[src/sv/tbdvs_pkg.sv]
// ----------------------------------------------------------------------------
// tbdvs_pkg
// Shared types, register indexes and constants of the twin bed dryer valve
// sequencer.
// ----------------------------------------------------------------------------
package tbdvs_pkg;

  localparam int unsigned TickW    = 16;
  localparam int unsigned MaskW    = 8;
  localparam int unsigned ValveW   = 7;
  localparam int unsigned CfgIdxW  = 3;

  // configuration register indexes
  typedef enum logic [CfgIdxW-1:0] {
    REG_PAIR_SWITCH = 3'd0,
    REG_PAIR_WRAP   = 3'd1,
    REG_PURGE_OPEN  = 3'd2,
    REG_PURGE_CLOSE = 3'd3,
    REG_VENT_OPEN   = 3'd4,
    REG_CYCLE_END   = 3'd5
  } cfg_reg_t;

  // register reset values
  localparam logic [TickW-1:0] PAIR_SWITCH_RST = 16'd451;
  localparam logic [TickW-1:0] PAIR_WRAP_RST   = 16'd500;
  localparam logic [TickW-1:0] PURGE_OPEN_RST  = 16'd501;
  localparam logic [TickW-1:0] PURGE_CLOSE_RST = 16'd14501;
  localparam logic [TickW-1:0] VENT_OPEN_RST   = 16'd19502;
  localparam logic [TickW-1:0] CYCLE_END_RST   = 16'd19999;

  // fixed bed timer ticks of the bed open events
  localparam logic [TickW-1:0] BED_OPEN_TICK_A = 16'd3;
  localparam logic [TickW-1:0] BED_OPEN_TICK_B = 16'd6;

  // fixed pair timer ticks of the early pair events
  localparam logic [TickW-1:0] PAIR_OPEN_TICK_A  = 16'd1;
  localparam logic [TickW-1:0] PAIR_OPEN_TICK_B  = 16'd4;
  localparam logic [TickW-1:0] PAIR_CLOSE_TICK_A = 16'd2;
  localparam logic [TickW-1:0] PAIR_CLOSE_TICK_B = 16'd5;

  // command output masks
  localparam logic [MaskW-1:0] MASK_NONE   = 8'h00;
  localparam logic [MaskW-1:0] MASK_V1     = 8'h02;
  localparam logic [MaskW-1:0] MASK_V2     = 8'h04;
  localparam logic [MaskW-1:0] MASK_V3     = 8'h08;
  localparam logic [MaskW-1:0] MASK_V4     = 8'h10;
  localparam logic [MaskW-1:0] MASK_V5     = 8'h20;
  localparam logic [MaskW-1:0] MASK_V6     = 8'h40;
  localparam logic [MaskW-1:0] MASK_V7     = 8'h80;
  localparam logic [MaskW-1:0] MASK_ALL    = 8'hFE;

  // valve status bits (bit k is valve k+1)
  localparam logic [ValveW-1:0] VB_V1 = 7'h01;
  localparam logic [ValveW-1:0] VB_V2 = 7'h02;
  localparam logic [ValveW-1:0] VB_V3 = 7'h04;
  localparam logic [ValveW-1:0] VB_V4 = 7'h08;
  localparam logic [ValveW-1:0] VB_V5 = 7'h10;
  localparam logic [ValveW-1:0] VB_V6 = 7'h20;
  localparam logic [ValveW-1:0] VB_V7 = 7'h40;

  typedef struct packed {
    logic [TickW-1:0] pair_switch;
    logic [TickW-1:0] pair_wrap;
    logic [TickW-1:0] purge_open;
    logic [TickW-1:0] purge_close;
    logic [TickW-1:0] vent_open;
    logic [TickW-1:0] cycle_end;
  } tbdvs_cfg_t;

  typedef struct packed {
    logic [TickW-1:0]  bed_timer;
    logic [TickW-1:0]  pair_timer;
    logic              bed_sel;
    logic [1:0]        idle_cnt;
    logic [ValveW-1:0] valves;
  } tbdvs_state_t;

  typedef struct packed {
    logic              pair_valid;
    logic [MaskW-1:0]  pair_mask;
    logic              pair_set;
    logic              bed_valid;
    logic [MaskW-1:0]  bed_mask;
    logic              bed_set;
    logic [ValveW-1:0] valve_status;
  } tbdvs_result_t;

endpackage

[src/sv/twin_bed_dryer_valve_sequencer_unit.sv]
// ----------------------------------------------------------------------------
// twin_bed_dryer_valve_sequencer_unit
// Tick driven valve sequencer for a twin bed dryer with pair and bed timers.
// ----------------------------------------------------------------------------
// Usage:
//   Each input transaction on in_* is one tick carrying the run flag
//   in_stack_power. Each tick yields exactly one output transaction on out_*
//   with the pair command, the bed command and the valve status after that
//   tick.
//   The result of an accepted tick is registered and shown on out_* from
//   the next cycle. Throughput is one tick per cycle while results are taken,
//   set by the single registered pass through the step logic; the output
//   register lets a tick in whenever it is empty or is drained in the same cycle.
//   When the receiver stalls, the result holds on out_* and in_ready drops
//   until it is taken; no transaction is lost.
//   Settings are to be written through cfg_we / cfg_index / cfg_data only
//   while idle; the block does not enforce this. Unknown indexes are ignored.
//   Reset loads the default settings, clears both timers, selects the first
//   bed, turns all valves off and empties the output register.
// ----------------------------------------------------------------------------
module twin_bed_dryer_valve_sequencer_unit (
  input  logic                          clk,
  input  logic                          rst_n,
  // tick channel
  input  logic                          in_valid,
  output logic                          in_ready,
  input  logic                          in_stack_power,
  // result channel
  output logic                          out_valid,
  input  logic                          out_ready,
  output logic                          out_pair_cmd_valid,
  output logic [tbdvs_pkg::MaskW-1:0]   out_pair_cmd_mask,
  output logic                          out_pair_cmd_set,
  output logic                          out_bed_cmd_valid,
  output logic [tbdvs_pkg::MaskW-1:0]   out_bed_cmd_mask,
  output logic                          out_bed_cmd_set,
  output logic [tbdvs_pkg::ValveW-1:0]  out_valve_status,
  // configuration
  input  logic                          cfg_we,
  input  logic [tbdvs_pkg::CfgIdxW-1:0] cfg_index,
  input  logic [tbdvs_pkg::TickW-1:0]   cfg_data
);
  import tbdvs_pkg::*;

  tbdvs_cfg_t    cfg_r;
  tbdvs_state_t  state_r;
  tbdvs_state_t  state_nxt;
  tbdvs_result_t res_nxt;
  tbdvs_result_t res_r;
  logic          out_valid_r;
  logic          in_fire;

  // handshake
  assign in_ready = !out_valid_r || out_ready;
  assign in_fire  = in_valid && in_ready;

  // configuration registers
  always_ff @(posedge clk) begin
    if (!rst_n) begin
      cfg_r.pair_switch <= PAIR_SWITCH_RST;
      cfg_r.pair_wrap   <= PAIR_WRAP_RST;
      cfg_r.purge_open  <= PURGE_OPEN_RST;
      cfg_r.purge_close <= PURGE_CLOSE_RST;
      cfg_r.vent_open   <= VENT_OPEN_RST;
      cfg_r.cycle_end   <= CYCLE_END_RST;
    end else if (cfg_we) begin
      unique case (cfg_index)
        REG_PAIR_SWITCH: cfg_r.pair_switch <= cfg_data;
        REG_PAIR_WRAP:   cfg_r.pair_wrap   <= cfg_data;
        REG_PURGE_OPEN:  cfg_r.purge_open  <= cfg_data;
        REG_PURGE_CLOSE: cfg_r.purge_close <= cfg_data;
        REG_VENT_OPEN:   cfg_r.vent_open   <= cfg_data;
        REG_CYCLE_END:   cfg_r.cycle_end   <= cfg_data;
        default: ;
      endcase
    end
  end

  // tick logic
  tbdvs_step u_step (
    .cfg (cfg_r),
    .cur (state_r),
    .run (in_stack_power),
    .nxt (state_nxt),
    .res (res_nxt)
  );

  // sequencer state
  always_ff @(posedge clk) begin
    if (!rst_n) begin
      state_r <= '0;
    end else if (in_fire) begin
      state_r <= state_nxt;
    end
  end

  // output register valid
  always_ff @(posedge clk) begin
    if (!rst_n) begin
      out_valid_r <= 1'b0;
    end else if (in_fire) begin
      out_valid_r <= 1'b1;
    end else if (out_ready) begin
      out_valid_r <= 1'b0;
    end
  end

  // output register payload
  always_ff @(posedge clk) begin
    if (in_fire) begin
      res_r <= res_nxt;
    end
  end

  assign out_valid          = out_valid_r;
  assign out_pair_cmd_valid = res_r.pair_valid;
  assign out_pair_cmd_mask  = res_r.pair_mask;
  assign out_pair_cmd_set   = res_r.pair_set;
  assign out_bed_cmd_valid  = res_r.bed_valid;
  assign out_bed_cmd_mask   = res_r.bed_mask;
  assign out_bed_cmd_set    = res_r.bed_set;
  assign out_valve_status   = res_r.valve_status;

  // shown valve status always matches the held valve state
  a_status_tracks_state: assert property (@(posedge clk) disable iff (!rst_n)
    out_valid_r |-> out_valve_status == state_r.valves)
    else $error("valve status differs from valve state");

  // an idle tick resets timers and bed selection
  a_idle_resets_timers: assert property (@(posedge clk) disable iff (!rst_n)
    in_fire && !in_stack_power |=>
      state_r.bed_timer == '0 && state_r.pair_timer == '0 && !state_r.bed_sel)
    else $error("idle tick left timers running");

  // pair command only ever addresses valve 1 or valve 2
  a_pair_mask_legal: assert property (@(posedge clk) disable iff (!rst_n)
    out_valid_r && out_pair_cmd_valid |->
      out_pair_cmd_mask == MASK_V1 || out_pair_cmd_mask == MASK_V2)
    else $error("illegal pair command mask");

  // no bed command fields without a bed command
  a_bed_quiet: assert property (@(posedge clk) disable iff (!rst_n)
    out_valid_r && !out_bed_cmd_valid |->
      out_bed_cmd_mask == MASK_NONE && !out_bed_cmd_set)
    else $error("bed command fields set without a command");

  // a clear-all command leaves every valve off
  a_clear_all: assert property (@(posedge clk) disable iff (!rst_n)
    out_valid_r && out_bed_cmd_valid && out_bed_cmd_mask == MASK_ALL |->
      out_valve_status == '0)
    else $error("clear-all left a valve on");

endmodule

[src/sv/tbdvs_step.sv]
// ----------------------------------------------------------------------------
// tbdvs_step
// One tick of the sequencer: next timer, bed and valve state and the two
// command channels, from the current state, the run flag and the settings.
// ----------------------------------------------------------------------------
module tbdvs_step (
  input  tbdvs_pkg::tbdvs_cfg_t    cfg,
  input  tbdvs_pkg::tbdvs_state_t  cur,
  input  logic                     run,
  output tbdvs_pkg::tbdvs_state_t  nxt,
  output tbdvs_pkg::tbdvs_result_t res
);
  import tbdvs_pkg::*;

  logic [TickW-1:0]  pt;
  logic [TickW-1:0]  bt;
  logic [TickW:0]    pt_w;
  logic [TickW:0]    bt_w;
  logic [TickW:0]    sw_w;
  logic [TickW:0]    po_w;
  logic [TickW:0]    pc_w;
  logic [TickW:0]    vo_w;
  logic [TickW:0]    ce_w;
  logic [MaskW-1:0]  open_mask;
  logic [MaskW-1:0]  purge_mask;
  logic [ValveW-1:0] open_bit;
  logic [ValveW-1:0] purge_bit;
  logic [ValveW-1:0] other_bit;
  logic [ValveW-1:0] v;
  logic [1:0]        idle_inc;

  // incremented timers, and timers and compare points widened by one bit so the offset compare points never wrap
  assign pt   = cur.pair_timer + 16'd1;
  assign bt   = cur.bed_timer + 16'd1;
  assign pt_w = {1'b0, pt};
  assign bt_w = {1'b0, bt};
  assign sw_w = {1'b0, cfg.pair_switch};
  assign po_w = {1'b0, cfg.purge_open};
  assign pc_w = {1'b0, cfg.purge_close};
  assign vo_w = {1'b0, cfg.vent_open};
  assign ce_w = {1'b0, cfg.cycle_end};
  assign idle_inc = (cur.idle_cnt != 2'd3) ? cur.idle_cnt + 2'd1 : cur.idle_cnt;

  // active bed valve selection
  always_comb begin
    if (!cur.bed_sel) begin
      open_mask  = MASK_V4;
      open_bit   = VB_V4;
      purge_mask = MASK_V6;
      purge_bit  = VB_V6;
      other_bit  = VB_V5;
    end else begin
      open_mask  = MASK_V3;
      open_bit   = VB_V3;
      purge_mask = MASK_V5;
      purge_bit  = VB_V5;
      other_bit  = VB_V6;
    end
  end

  // event decode and state update
  always_comb begin
    nxt = cur;
    res = '0;
    v   = cur.valves;
    if (run) begin
      nxt.idle_cnt = 2'd0;
      // pair channel
      priority if (pt == PAIR_OPEN_TICK_A || pt == PAIR_OPEN_TICK_B) begin
        res.pair_valid = 1'b1;
        res.pair_mask  = MASK_V1;
        res.pair_set   = 1'b1;
        v = v | VB_V1;
      end else if (pt == PAIR_CLOSE_TICK_A || pt == PAIR_CLOSE_TICK_B) begin
        res.pair_valid = 1'b1;
        res.pair_mask  = MASK_V2;
        v = v & ~VB_V2;
      end else if (pt_w == sw_w || pt_w == sw_w + 17'd2) begin
        res.pair_valid = 1'b1;
        res.pair_mask  = MASK_V1;
        v = v & ~VB_V1;
      end else if (pt_w == sw_w + 17'd1 || pt_w == sw_w + 17'd3) begin
        res.pair_valid = 1'b1;
        res.pair_mask  = MASK_V2;
        res.pair_set   = 1'b1;
        v = v | VB_V2;
      end else begin
        res.pair_valid = 1'b0;
      end
      // inactive bed purge valve forced off
      v = v & ~other_bit;
      // bed channel, first matching event wins
      priority if (bt == BED_OPEN_TICK_A || bt == BED_OPEN_TICK_B) begin
        res.bed_valid = 1'b1;
        res.bed_mask  = open_mask;
        res.bed_set   = 1'b1;
        v = v | open_bit;
      end else if (bt_w == po_w || bt_w == po_w + 17'd1) begin
        res.bed_valid = 1'b1;
        res.bed_mask  = purge_mask;
        res.bed_set   = 1'b1;
        v = v | purge_bit;
      end else if (bt_w == pc_w || bt_w == pc_w + 17'd2) begin
        res.bed_valid = 1'b1;
        res.bed_mask  = purge_mask;
        v = v & ~purge_bit;
      end else if (bt_w == vo_w || bt_w == vo_w + 17'd2) begin
        res.bed_valid = 1'b1;
        res.bed_mask  = MASK_V7;
        res.bed_set   = 1'b1;
        v = v | VB_V7;
      end else if (bt_w == ce_w || bt_w == ce_w + 17'd1) begin
        res.bed_valid = 1'b1;
        res.bed_mask  = MASK_ALL;
        v = '0;
      end else begin
        res.bed_valid = 1'b0;
      end
      // timer wrap and bed alternation
      if (bt_w > ce_w + 17'd1) begin
        nxt.bed_timer = '0;
        nxt.bed_sel   = ~cur.bed_sel;
      end else begin
        nxt.bed_timer = bt;
      end
      nxt.pair_timer = (pt > cfg.pair_wrap) ? '0 : pt;
    end else begin
      nxt.bed_timer  = '0;
      nxt.pair_timer = '0;
      nxt.bed_sel    = 1'b0;
      nxt.idle_cnt   = idle_inc;
      // clear-all on the first two idle ticks
      if (idle_inc == 2'd1 || idle_inc == 2'd2) begin
        res.bed_valid = 1'b1;
        res.bed_mask  = MASK_ALL;
        v = '0;
      end
    end
    nxt.valves       = v;
    res.valve_status = v;
  end

endmodule
[config.mk]
export PLATFORM = sky130hd
export DESIGN_NAME = twin_bed_dryer_valve_sequencer_unit
export DESIGN_NICKNAME = d
export VERILOG_FILES = /design/src/sv/tbdvs_pkg.sv /design/src/sv/twin_bed_dryer_valve_sequencer_unit.sv /design/src/sv/tbdvs_step.sv
export SDC_FILE = /design/constraint.sdc
export NUM_CORES = 1
export LEC_CHECK = 0
export ABC_CLOCK_PERIOD_IN_PS = 7330
export BUFFER_PORTS_ARGS = -buffer_cell sky130_fd_sc_hd__buf_2
export CORE_UTILIZATION = 40
export DETAILED_ROUTE_END_ITERATION = 7
export HOLD_SLACK_MARGIN = 0.1
export SYNTH_ARGS = -nofsm -noshare
export SYNTH_HDL_FRONTEND = slang
export SYNTH_SLANG_ARGS = --single-unit
[constraint.sdc]
create_clock -name clk -period 7.33 [get_ports clk]
set_input_delay 0.3665 -clock clk [delete_from_list [all_inputs] [get_ports clk]]
set_output_delay 0.3665 -clock clk [all_outputs]
set_load 0.005 [all_outputs]
==> qor.yml, run 1 <==
outcome: "completed"
placement.io_buffers: 46
relative_area_change_from_synthesis_to_final_layout_pct: 8.576
gr-usage-met3_pct: 3.525
crit_fanout: 13
cts_inserted_buffers: 17
hold_class: "input port to flop"
power.share.combinational_pct: 10.4
yosys.cell_types.count: 81
report.final.slew_viol_count: 0
ff2ff_setup_slack_ns: 2.01
cts_repair_resize_count: 0
worst-endpoint-required_ns: 7.69
synth_seq_cells: 158
timing.slew.headroom_pct: 20.79
cts.reportedPaths.clkPinSlew_ns: 0.08
p_clk_share_pct: 44.4
antenna_left: 0
finish_stage_setup_viols: 0
detail_route.wl_per_cell_um: 20.11
grt_antenna_before_repair: 0
ys.warnings.count: 0
powerDensity_nw_per_um2: 164.0
io-pin-count: 54
p_sw_w: 0.0006174
synth-edff-count: 19
skew_ns: 0.009886
cts_htree_levels: 4
timing.critical_path.to_type: "flop"
cts-hold-fix-buffers: 0
synth-main-ff-cell: "sky130_fd_sc_hd__dfxtp_1"
synth_top_area_cell: "sky130_fd_sc_hd__dfxtp_1"
final-hold-violation-count: 0
ys_seq_area_share_pct: 29.05
clock_sinks: 158
power_report.internal_total_w: 0.001437
worstMarginPinSlew_ns: 1.184
drc: 0
grt_max_degree: 67
placed_cells_incl_taps: 1840
final_critical_path_setup_slack_ns: 2.015
grt_met2_use_pct: 38.44
synth_top_area_share_pct: 24.11
fin_crit_ns: 5.315
cts_tree: "yes"
sequential_cell_area_um2: 3353
die_width_um: 171.9
global_route_congestion_overflow_total: 0
synthArstFlopShare_pct: 0
core_area_um2: 28090
global_route.usage.total_pct: 26.13
global_route.usage.met1_pct: 38.81
post_layout_nonfiller_instances: 1872
peakVddDrop_v: 0.0001521
fin_worst_hold_slack_ns: 0.1703
place.gp.congestion: 0.9530
ctsLongestPathBuffers: 2
syn_inst: 1498
post_route_cells_drive_above_1_share_pct: 7.965
global_route.peak_usage_layer: "met1"
antennaDiodeCount: 0
layout.core_utilization_pct: 44.61
clock_tree.root_cell: "sky130_fd_sc_hd__clkbuf_16"
mappedNetlistArea_um2: 11540
detail_route.iter0.violations: 1007
synthesis.area_per_instance_um2: 7.704
dpl_worst_slack_ns: 2.265
worst_skew_pair.late_latency_ns: 0.43
post_synth_main_area_contributors: "sky130_fd_sc_hd__dfxtp_1 (24%), sky130_fd_sc_hd__nand2_1 (8.5%), sky130_fd_sc_hd__xnor2_1 (7.7%), sky130_fd_sc_hd__ha_1 (5.0%), sky130_fd_sc_hd__edfxtp_1 (4.9%)"
switching_share_pct: 30.05
sum_neg_setup_slack_ns: 0
totalWireLength_um: 37640
routed-via-count: 10910
grt_setup_unrepaired: "no"
arrival_ns: 5.67
post-dp-hpwl_um: 28250
critical_path_class: "flop to flop"
static_leakage_power_nw: 4.801
fin_nets: 1552
period_share_pct: 72.51
grt_first_pass_wirelength_um: 58260
drt-vias-per-instance: 5.828
critical_path.startpoint_type: "flop"
die_y_um: 171.9
router_iterations_before_antenna_repair: 7
max_freq_ghz: 0.1881
proportion_of_power_drawn_by_flip_flops_and_latches_pct: 45.2
num-fill-cells: 2887
num_rows: 61
area_of_the_multi_input_gates_um2: 7567
starting_density_of_the_core_pct: 41.09
die_area_um2: 29540
grt_pass1_vias: 9858
setup_buffers_after_cts: 0
maxCapViolCount: 0
## placed cells by master, fill, tap and decap left out, types with 37 or more instances in the layout
| cell | count |
|---|---|
| sky130_fd_sc_hd__nand2_1 | 262 |
| sky130_fd_sc_hd__ha_1 | 46 |
| sky130_fd_sc_hd__xnor2_1 | 101 |
| sky130_fd_sc_hd__a21oi_1 | 100 |
| sky130_fd_sc_hd__nand4_1 | 40 |
| sky130_fd_sc_hd__nor2_1 | 84 |
| sky130_fd_sc_hd__o21ai_0 | 37 |
| sky130_fd_sc_hd__inv_1 | 65 |
| sky130_fd_sc_hd__xor2_1 | 55 |
| sky130_fd_sc_hd__buf_2 | 46 |
| sky130_fd_sc_hd__nand3_1 | 91 |
| sky130_fd_sc_hd__dfxtp_1 | 139 |
## cells in the mapped netlist, types with 13 or more instances
master and n:
sky130_fd_sc_hd__ha_1 46, sky130_fd_sc_hd__inv_1 65, sky130_fd_sc_hd__dfxtp_1 139, sky130_fd_sc_hd__and3_1 20, sky130_fd_sc_hd__nor2_1 84, sky130_fd_sc_hd__o21ai_0 37
sky130_fd_sc_hd__o21a_1 17, sky130_fd_sc_hd__a21o_1 13, sky130_fd_sc_hd__xnor2_1 101, sky130_fd_sc_hd__a31oi_1 26, sky130_fd_sc_hd__nand4_1 40, sky130_fd_sc_hd__clkbuf_1 74
sky130_fd_sc_hd__nor3_1 35, sky130_fd_sc_hd__nand2_1 262, sky130_fd_sc_hd__or3_1 21, sky130_fd_sc_hd__nand3_1 91, sky130_fd_sc_hd__xor2_1 55, sky130_fd_sc_hd__a21oi_1 100
sky130_fd_sc_hd__nor4_1 19, sky130_fd_sc_hd__o211ai_1 16, sky130_fd_sc_hd__edfxtp_1 19
## state kept, by name, indices dropped and copies added, names as in the netlist
signal and count:
out_bed_cmd_mask 6, out_bed_cmd_set 1, out_pair_cmd_set 1, out_bed_cmd_valid 1, out_pair_cmd_mask 2, out_valve_status 7
state_r 42, out_valid 1, cfg_r 96, out_pair_cmd_valid 1
## path summary, 6_finish.rpt
| path | end | startpoint | cells after the start |
|---|---|---|---|
| hold reg to reg | cfg_r[78]$_SDFFE_PN0P_ | cfg_r[78]$_SDFFE_PN0P_ | 2 |
| hold / removal | out_valid$_SDFFE_PN0P_ | in_valid | 3 |
| setup / recovery | state_r[31]$_SDFFE_PN0P_ | state_r[26]$_SDFFE_PN0P_ | 15 |
| setup reg to reg | state_r[31]$_SDFFE_PN0P_ | state_r[26]$_SDFFE_PN0P_ | 15 |
## worst max-delay path: stages (launching register included)
cell and delay [ns]:
sky130_fd_sc_hd__dfxtp_1 0.68, sky130_fd_sc_hd__ha_1 0.45, sky130_fd_sc_hd__and2_1 0.21, sky130_fd_sc_hd__a31oi_1 0.13, sky130_fd_sc_hd__nor2_1 0.69, sky130_fd_sc_hd__inv_1 0.23, sky130_fd_sc_hd__ha_1 0.37, sky130_fd_sc_hd__a21o_1 0.17
sky130_fd_sc_hd__a21o_1 0.19, sky130_fd_sc_hd__a2111oi_0 0.59, sky130_fd_sc_hd__a221o_1 0.25, sky130_fd_sc_hd__a31oi_1 0.05, sky130_fd_sc_hd__o21a_1 0.36, sky130_fd_sc_hd__nor2_1 0.51, sky130_fd_sc_hd__o21ai_0 0.18, sky130_fd_sc_hd__a31oi_1 0.19
## metal layers
| metal | part of all wire, % | wire, um |
|---|---|---|
| met3 | 7.8 | 2950 |
| met4 | 2.4 | 919 |
| met1 | 48 | 18010 |
| met2 | 42 | 15760 |
| met5 | 0 | 0 |
## per-stage QoR
step                      total power, W  cell area, um^2
after floorplan                 0.001084            11560
after global placement          0.001159            11930
after detailed placement        0.001159            11930
after CTS                       0.002064            12530
after global routing            0.002129            12530
final                           0.002055            12530
## power groups by stage
| stage | Clock, W | Sequential [W] | Combinational (W) |
|---|---|---|---|
| 3_5_place_dp | 0 | 0.000948 | 0.000212 |
| 3_3_place_gp | 0 | 0.000947 | 0.000211 |
| 6_report | 0.000912 | 0.000929 | 0.000214 |
| 2_1_floorplan | 0 | 0.000933 | 0.000151 |
| 4_1_cts | 0.000923 | 0.000928 | 0.000213 |
| 5_1_grt | 0.000960 | 0.000932 | 0.000237 |
## logic make-up (layout without fill, tap and decap cells)
family / count (synthesis) / after routing / synth area share (%)
and+or+nand+nor: 663 / 663 / 28.14
AOI/OAI and AO/OA: 282 / 282 / 15.83
xor gates and xnor gates: 176 / 176 / 15.51
buffers and inverters: 163 / 153 / 5.637
DFF: 158 / 158 / 29.05
adders and majority gates: 46 / 46 / 4.987
muxes: 9 / 9 / 0.8023
other: 1 / 7 / 0.03249
## layout make-up
| cell class | count | area share (%) |
|---|---|---|
| multi-input cells | 1183 | 60.39 |
| flip-flops and latches | 158 | 26.76 |
| well taps | 378 | 3.774 |
| repair buffers | 53 | 2.257 |
| clock inverters | 15 | 1.388 |
| inverters | 68 | 2.037 |
| clock buffers | 17 | 3.395 |
(Power assumes the default switching activity.)
==> inputs of run 2 (changes only) <==
--- a/config.mk
+++ b/config.mk
@@ -5,7 +5,7 @@
 export SDC_FILE = /design/constraint.sdc
 export NUM_CORES = 1
 export LEC_CHECK = 0
-export ABC_CLOCK_PERIOD_IN_PS = 7330
+export ABC_CLOCK_PERIOD_IN_PS = 4700
 export BUFFER_PORTS_ARGS = -buffer_cell sky130_fd_sc_hd__buf_2
 export CORE_UTILIZATION = 40
 export DETAILED_ROUTE_END_ITERATION = 7
==> constraint.sdc (replaced) <==
create_clock -name clk -period 4.7 [get_ports clk]
set_input_delay 0.235 -clock clk [delete_from_list [all_inputs] [get_ports clk]]
set_output_delay 0.235 -clock clk [all_outputs]
set_load 0.005 [all_outputs]
==> run 2 against run 1 <==
Effect of this change:
- setup slack got worse by 1.7 ns
- fmax increased by 20%
- hold slack got worse by 0.059 ns
- critical path type unchanged
- utilization increased by 0.93 points
- clock power increased by 55%
- via count increased by 0.35%
- clock skew increased by 0.0049 ns
- first-iteration DRC count increased by 6.9%
- die area unchanged
- critical path depth decreased by 3
- largest power group unchanged
==> qor.yml, run 2 (synthesized netlist as in run 1, its figures left out) <==
core_area_um2: 28090  # unchanged
critical_path_class: "flop to flop"
relative_area_change_from_synthesis_to_final_layout_pct: 10.83
setup.worst_path.start: "state_r[10]$_SDFFE_PN0P_"
clock_tree.root_cell: "sky130_fd_sc_hd__clkbuf_16"
num_rows: 61  # unchanged
holdPathEnd: "cfg_r[61]$_SDFFE_PN0P_"
cts_tree: "yes"
io-pin-count: 54  # unchanged
fin_nets: 1577  # +1.6%
clock_sinks: 158  # unchanged
die_area_um2: 29540  # unchanged
proportion_of_power_drawn_by_flip_flops_and_latches_pct: 45.3  # about the same
max_freq_ghz: 0.2263  # +20%
p_sw_w: 0.0009530  # +54%
router_iterations_before_antenna_repair: 6  # -1
cts.reportedPaths.clkPinSlew_ns: 0.08  # about the same
arrival_ns: 4.62  # -1.05 ns
largest_register_ff_count: 96  # unchanged
worst-endpoint-required_ns: 4.90  # -2.79 ns
post_layout_nonfiller_instances: 1897  # +1.3%
detail_route.iter0.violations: 1076  # +6.9%
placed_cells_incl_taps: 1861  # +1.1%
outcome: "completed"
drc: 0  # unchanged
largest-register: "cfg_r"
static_leakage_power_nw: 4.962  # +3.4%
crit_fanout: 8  # -5
timing.slew.headroom_pct: 19.73  # -1.1 points
die_y_um: 171.9  # unchanged
ff2ff_setup_slack_ns: 0.28  # -1.73 ns
place.gp.congestion: 0.9431  # -1.0%
mostFrequentLayoutCells: "sky130_fd_sc_hd__nand2_1 (262), sky130_fd_sc_hd__dfxtp_1 (137), sky130_fd_sc_hd__xnor2_1 (100), sky130_fd_sc_hd__a21oi_1 (100), sky130_fd_sc_hd__nand3_1 (90)"
totalWireLength_um: 37600  # about the same
maxCapViolCount: 0  # unchanged
post-dp-hpwl_um: 28730  # +1.7%
dpl_worst_slack_ns: 0.06260  # -2.202 ns
routed-via-count: 10950  # +0.35%
peakVddDrop_v: 0.0001912  # +26%
antenna_left: 0  # unchanged
starting_density_of_the_core_pct: 41.09  # unchanged
placement.io_buffers: 46  # unchanged
antennaDiodeCount: 0  # unchanged
global_route.usage.total_pct: 26.11  # about the same
global_route_congestion_overflow_total: 0  # unchanged
drt-vias-per-instance: 5.771  # -0.97%
fin_worst_hold_slack_ns: 0.1110  # -0.05931 ns
critical_path.startpoint_type: "flop"
switching_share_pct: 29.81  # -0.25 points
hold_class: "input port to flop"
worstMarginPinSlew_ns: 1.200  # +0.01579 ns
detail_route.wl_per_cell_um: 19.82  # -1.4%
grt_pass1_vias: 9852  # -0.061%
p_clk_share_pct: 44.0  # -0.4 points
powerDensity_nw_per_um2: 250.0  # +52%
period_share_pct: 94.02  # +22 points
worst_r2r_endpoint: "out_valve_status[0]$_DFFE_PP_"
cts_htree_levels: 4  # unchanged
post_route_cells_drive_above_1_share_pct: 9.875  # +1.9 points
cts_inserted_buffers: 17  # unchanged
grt_antenna_before_repair: 0  # unchanged
min_from: "cfg_data[13]"
min_path_cells: 3  # unchanged
fin_crit_ns: 4.419  # -0.8961 ns
die_width_um: 171.9  # unchanged
reg2reg_depth: 12  # -3
grt_first_pass_wirelength_um: 58470  # +0.37%
reg_to_reg_critical_path_startpoint: "state_r[10]$_SDFFE_PN0P_"
skew_ns: 0.01475  # +0.004865 ns
report.final.slew_viol_count: 0  # unchanged
power.share.combinational_pct: 10.7  # +0.3 points
worst_skew_pair.late_latency_ns: 0.44  # about the same
final-hold-violation-count: 0  # unchanged
fin_total_pwr_w: 0.003197  # +56%
final_critical_path_setup_slack_ns: 0.2810  # -1.734 ns
timing.critical_path.to_type: "flop"
finish_stage_setup_viols: 0  # unchanged
power_report.internal_total_w: 0.002244  # +56%
mostFrequentLayoutCell: "sky130_fd_sc_hd__nand2_1"
ctsLongestPathBuffers: 2  # unchanged
grt_max_degree: 81  # +21%
run 2: cell type report:
| class | instances | area, um^2 |
|---|---|---|
| fillers | 2882 | 15300 |
| multi-input cells | 1183 | 7647 |
| flip-flops and latches | 158 | 3356 |
| repair buffers | 78 | 473.0 |
| well taps | 378 | 473.0 |
| clock buffers | 17 | 425.4 |
| inverters | 68 | 255.2 |
| clock inverters | 15 | 161.4 |
run 2: power by group through the flow:
stage / Combinational [W] / Clock, W / Sequential, W
4_1_cts: 0.000338 / 0.00142 / 0.00145
3_5_place_dp: 0.000335 / 0 / 0.00148
6_report: 0.000342 / 0.00141 / 0.00145
5_1_grt: 0.000377 / 0.00148 / 0.00145
2_1_floorplan: 0.000236 / 0 / 0.00145
3_3_place_gp: 0.000334 / 0 / 0.00148
run 2: layer usage:
| metal | share of wire [%] | up-vias | GRT usage (%) |
|---|---|---|---|
| met4 | 1.4 | 0 | 6.041 |
| met1 | 49 | 5175 | 39.38 |
| met2 | 44 | 427 | 39.69 |
| met3 | 6.4 | 45 | 2.426 |
| met5 | 0 | - | 0 |
| li1 | - | 5301 | - |
run 2: repair_timing:
action                                  in CTS  in global routing
resized for setup                            0                 12
endpoints found under the setup margin       0                 29
hold buffers                                 1                  0
setup buffers                                0                  3
hold endpoints to repair                     1                  0
run 2: metrics by stage:
| step | utilization [%] | TNS, ns | area [um^2] |
|---|---|---|---|
| 2_1_floorplan | - | 0 | 11560 |
| 3_3_place_gp | 43.04 | 0 | 12090 |
| 3_5_place_dp | 43.04 | 0 | 12090 |
| 4_1_cts | 45.17 | 0 | 12690 |
| 5_1_grt | 45.54 | -0.03768 | 12790 |
| 6_report | 45.54 | 0 | 12790 |
run 2: how the worst max path moves through the flow:
stage | end | slack, ns | cells past startpoint
floorplan | state_r[31]$_SDFFE_PN0P_ | 0.65 | 17
global placement | state_r[1]$_SDFFE_PN0P_ | 0.05 | 14
detailed placement | state_r[1]$_SDFFE_PN0P_ | 0.06 | 14
CTS | state_r[1]$_SDFFE_PN0P_ | 0.03 | 14
global route | out_valve_status[0]$_DFFE_PP_ | -0.04 | 12
finish | out_valve_status[0]$_DFFE_PP_ | 0.28 | 12
run 2: critical path: stages, from the launching register on:
cell and delay [ns]:
sky130_fd_sc_hd__dfxtp_1 0.49, sky130_fd_sc_hd__ha_1 0.35, sky130_fd_sc_hd__nand4_1 0.29, sky130_fd_sc_hd__nor4_1 0.51, sky130_fd_sc_hd__xor2_2 0.42, sky130_fd_sc_hd__xnor2_2 0.19
sky130_fd_sc_hd__xor2_1 0.21, sky130_fd_sc_hd__or4_1 0.51, sky130_fd_sc_hd__a2111oi_0 0.39, sky130_fd_sc_hd__a32oi_1 0.27, sky130_fd_sc_hd__o211ai_1 0.29, sky130_fd_sc_hd__a21oi_1 0.10
sky130_fd_sc_hd__a21o_1 0.16
==> inputs of run 3 (changes only) <==
--- a/config.mk
+++ b/config.mk
@@ -10,6 +10,7 @@
 export CORE_UTILIZATION = 40
 export DETAILED_ROUTE_END_ITERATION = 7
 export HOLD_SLACK_MARGIN = 0.1
+export RECOVER_POWER = 50
 export SYNTH_ARGS = -nofsm -noshare
 export SYNTH_HDL_FRONTEND = slang
 export SYNTH_SLANG_ARGS = --single-unit
==> run 3 against run 2 <==
Effect of this change:
- the flow now finishes with violations (max-capacitance violations, max-slew violations)
- clock power is essentially flat
- die area unchanged
- global-route usage is the same
- fmax grew 0.21%
- first-iteration DRC count up 9.7%
- sequential share of layout area grew 0.080 points
- sequential power barely moved
- hold slack barely moved
- non-clock buffer count unchanged
- register-to-register slack hardly changed
- clock-buffer cell count unchanged
- clock skew rose by 0.00050 ns
- largest power group unchanged
- highest routed layer unchanged
==> qor.yml, run 3 (synthesized netlist as in run 1, its figures left out) <==
grt_antenna_before_repair: 0  # unchanged
global_route.usage.total_pct: 26.11  # unchanged
router_iterations_before_antenna_repair: 5  # -1
report.final.slew_viol_count: 110  # +110
maxCapViolCount: 2  # +2
post_route_cells_drive_above_1_share_pct: 8.163  # -1.7 points
outcome: "finished with violations"
clock_tree.root_cell: "sky130_fd_sc_hd__clkbuf_16"
critical_path_class: "flop to flop"
routed-via-count: 10960  # +0.10%
die_width_um: 171.9  # unchanged
die_y_um: 171.9  # unchanged
max_freq_ghz: 0.2268  # +0.21%
place.gp.congestion: 0.9431  # unchanged
worst-endpoint-required_ns: 4.84  # -0.06 ns
drc: 0  # unchanged
dpl_worst_slack_ns: 0.06260  # unchanged
detail_route.wl_per_cell_um: 19.83  # about the same
final_critical_path_setup_slack_ns: 0.2901  # +0.009115 ns
timing.critical_path.to_type: "flop"
clock_sinks: 158  # unchanged
arrival_ns: 4.55  # -0.07 ns
totalWireLength_um: 37610  # about the same
grt_max_degree: 81  # unchanged
drt-vias-per-instance: 5.777  # +0.10%
crit_fanout: 8  # unchanged
grt_first_pass_wirelength_um: 58470  # unchanged
num_rows: 61  # unchanged
placement.io_buffers: 46  # unchanged
cts.reportedPaths.clkPinSlew_ns: 0.08  # about the same
reg_to_reg_critical_path_startpoint: "state_r[10]$_SDFFE_PN0P_"
post-dp-hpwl_um: 28730  # unchanged
cts_inserted_buffers: 17  # unchanged
antenna_left: 0  # unchanged
static_leakage_power_nw: 4.887  # -1.5%
timing.slew.headroom_pct: -166.9  # -190 points
starting_density_of_the_core_pct: 41.09  # unchanged
detail_route.iter0.violations: 1180  # +9.7%
fin_crit_ns: 4.410  # -0.009115 ns
finish_stage_setup_viols: 0  # unchanged
fin_nets: 1577  # unchanged
antennaDiodeCount: 0  # unchanged
ctsLongestPathBuffers: 2  # unchanged
min_from: "cfg_data[13]"
mostFrequentLayoutCells: "sky130_fd_sc_hd__nand2_1 (262), sky130_fd_sc_hd__dfxtp_1 (137), sky130_fd_sc_hd__xnor2_1 (100), sky130_fd_sc_hd__a21oi_1 (100), sky130_fd_sc_hd__nand3_1 (90)"
violated_checks: "max-capacitance violations, max-slew violations"
setup.worst_path.start: "state_r[10]$_SDFFE_PN0P_"
worst_skew_pair.late_latency_ns: 0.45  # about the same
largest-register: "cfg_r"
relative_area_change_from_synthesis_to_final_layout_pct: 10.49
hold_class: "input port to flop"
worstMarginPinSlew_ns: 4.004  # +2.804 ns
die_area_um2: 29540  # unchanged
largest_register_ff_count: 96  # unchanged
skew_ns: 0.01526  # +0.0005045 ns
period_share_pct: 93.83  # -0.19 points
io-pin-count: 54  # unchanged
critical_path.startpoint_type: "flop"
peakVddDrop_v: 0.0001916  # +0.25%
post_layout_nonfiller_instances: 1897  # unchanged
powerDensity_nw_per_um2: 250.6  # +0.26%
cts_htree_levels: 4  # unchanged
global_route_congestion_overflow_total: 0  # unchanged
mostFrequentLayoutCell: "sky130_fd_sc_hd__nand2_1"
grt_pass1_vias: 9852  # unchanged
core_area_um2: 28090  # unchanged
placed_cells_incl_taps: 1861  # unchanged
cts_tree: "yes"
final-hold-violation-count: 0  # unchanged
-- run 3: cell count changes in the layout (fill, tap and decap cells not counted) --
cell                       previous run  this run
sky130_fd_sc_hd__buf_2               46        24
sky130_fd_sc_hd__inv_2                2         1
sky130_fd_sc_hd__buf_4               31        28
sky130_fd_sc_hd__clkbuf_1             0        25
sky130_fd_sc_hd__and2_0               1         2
sky130_fd_sc_hd__and2_1              11        10
sky130_fd_sc_hd__inv_1               65        66
-- run 3: final cells by class --
type / count / area (um^2)
fill: 2892 / 15330
timing repair buffer: 78 / 434.2
sequential: 158 / 3356
multi-input combinational: 1183 / 7647
tap: 378 / 473.0
clock inverter: 15 / 161.4
inverter: 68 / 255.2
clock buffer: 17 / 425.4
-- run 3: repair_timing --
action / in CTS / in global routing
endpoints found under the setup margin: 0 / 29
hold endpoints to repair: 1 / 0
buffers inserted: 0 / 3
hold buffers: 1 / 0
resized for setup: 0 / 12
-- run 3: worst paths after layout --
kind,end,slack (ns),cells after the start
min,cfg_r[61]$_SDFFE_PN0P_,0.11,3
max reg2reg,state_r[0]$_SDFFE_PN0P_,0.29,12
max,state_r[0]$_SDFFE_PN0P_,0.29,12
min reg2reg,cfg_r[65]$_SDFFE_PN0P_,0.46,2
-- run 3: layer usage --
metal	track usage [%]	share of wire (%)	wire length, um
met2	39.69	44	16390
met3	2.426	6.8	2558
met1	39.38	48	18120
met4	6.041	1.5	550
met5	0	0	0
-- run 3: critical path: stages (launching register included) --
cell,delay (ns)
sky130_fd_sc_hd__dfxtp_1,0.49
sky130_fd_sc_hd__ha_1,0.35
sky130_fd_sc_hd__nand4_1,0.29
sky130_fd_sc_hd__nor4_1,0.50
sky130_fd_sc_hd__xor2_2,0.42
sky130_fd_sc_hd__xnor2_2,0.19
sky130_fd_sc_hd__xor2_1,0.21
sky130_fd_sc_hd__or4_1,0.52
sky130_fd_sc_hd__a2111oi_0,0.40
sky130_fd_sc_hd__a32oi_1,0.26
sky130_fd_sc_hd__o211ai_1,0.29
sky130_fd_sc_hd__a21o_1,0.14
sky130_fd_sc_hd__a21oi_1,0.06
-- run 3: metrics by stage --
stage	hold slack (ns)	total power [W]	util, %	TNS [ns]	area (um^2)
after floorplan	0.3590	0.001691	-	0	11560
after global placement	0.4444	0.001812	43.04	0	12090
after detailed placement	0.4479	0.001813	43.04	0	12090
after CTS	0.1041	0.003203	45.17	0	12690
after global routing	0.1191	0.003307	45.40	-0.07530	12750
final	0.1114	0.003196	45.40	0	12750
-- run 3: where the power goes --
group          switching [W]  internal, W  leakage, nW  total [W]
clock network       0.000693     0.000717        0.287    0.00141
logic               0.000215     0.000123         3.28   0.000338
registers          0.0000463      0.00140         1.32    0.00145
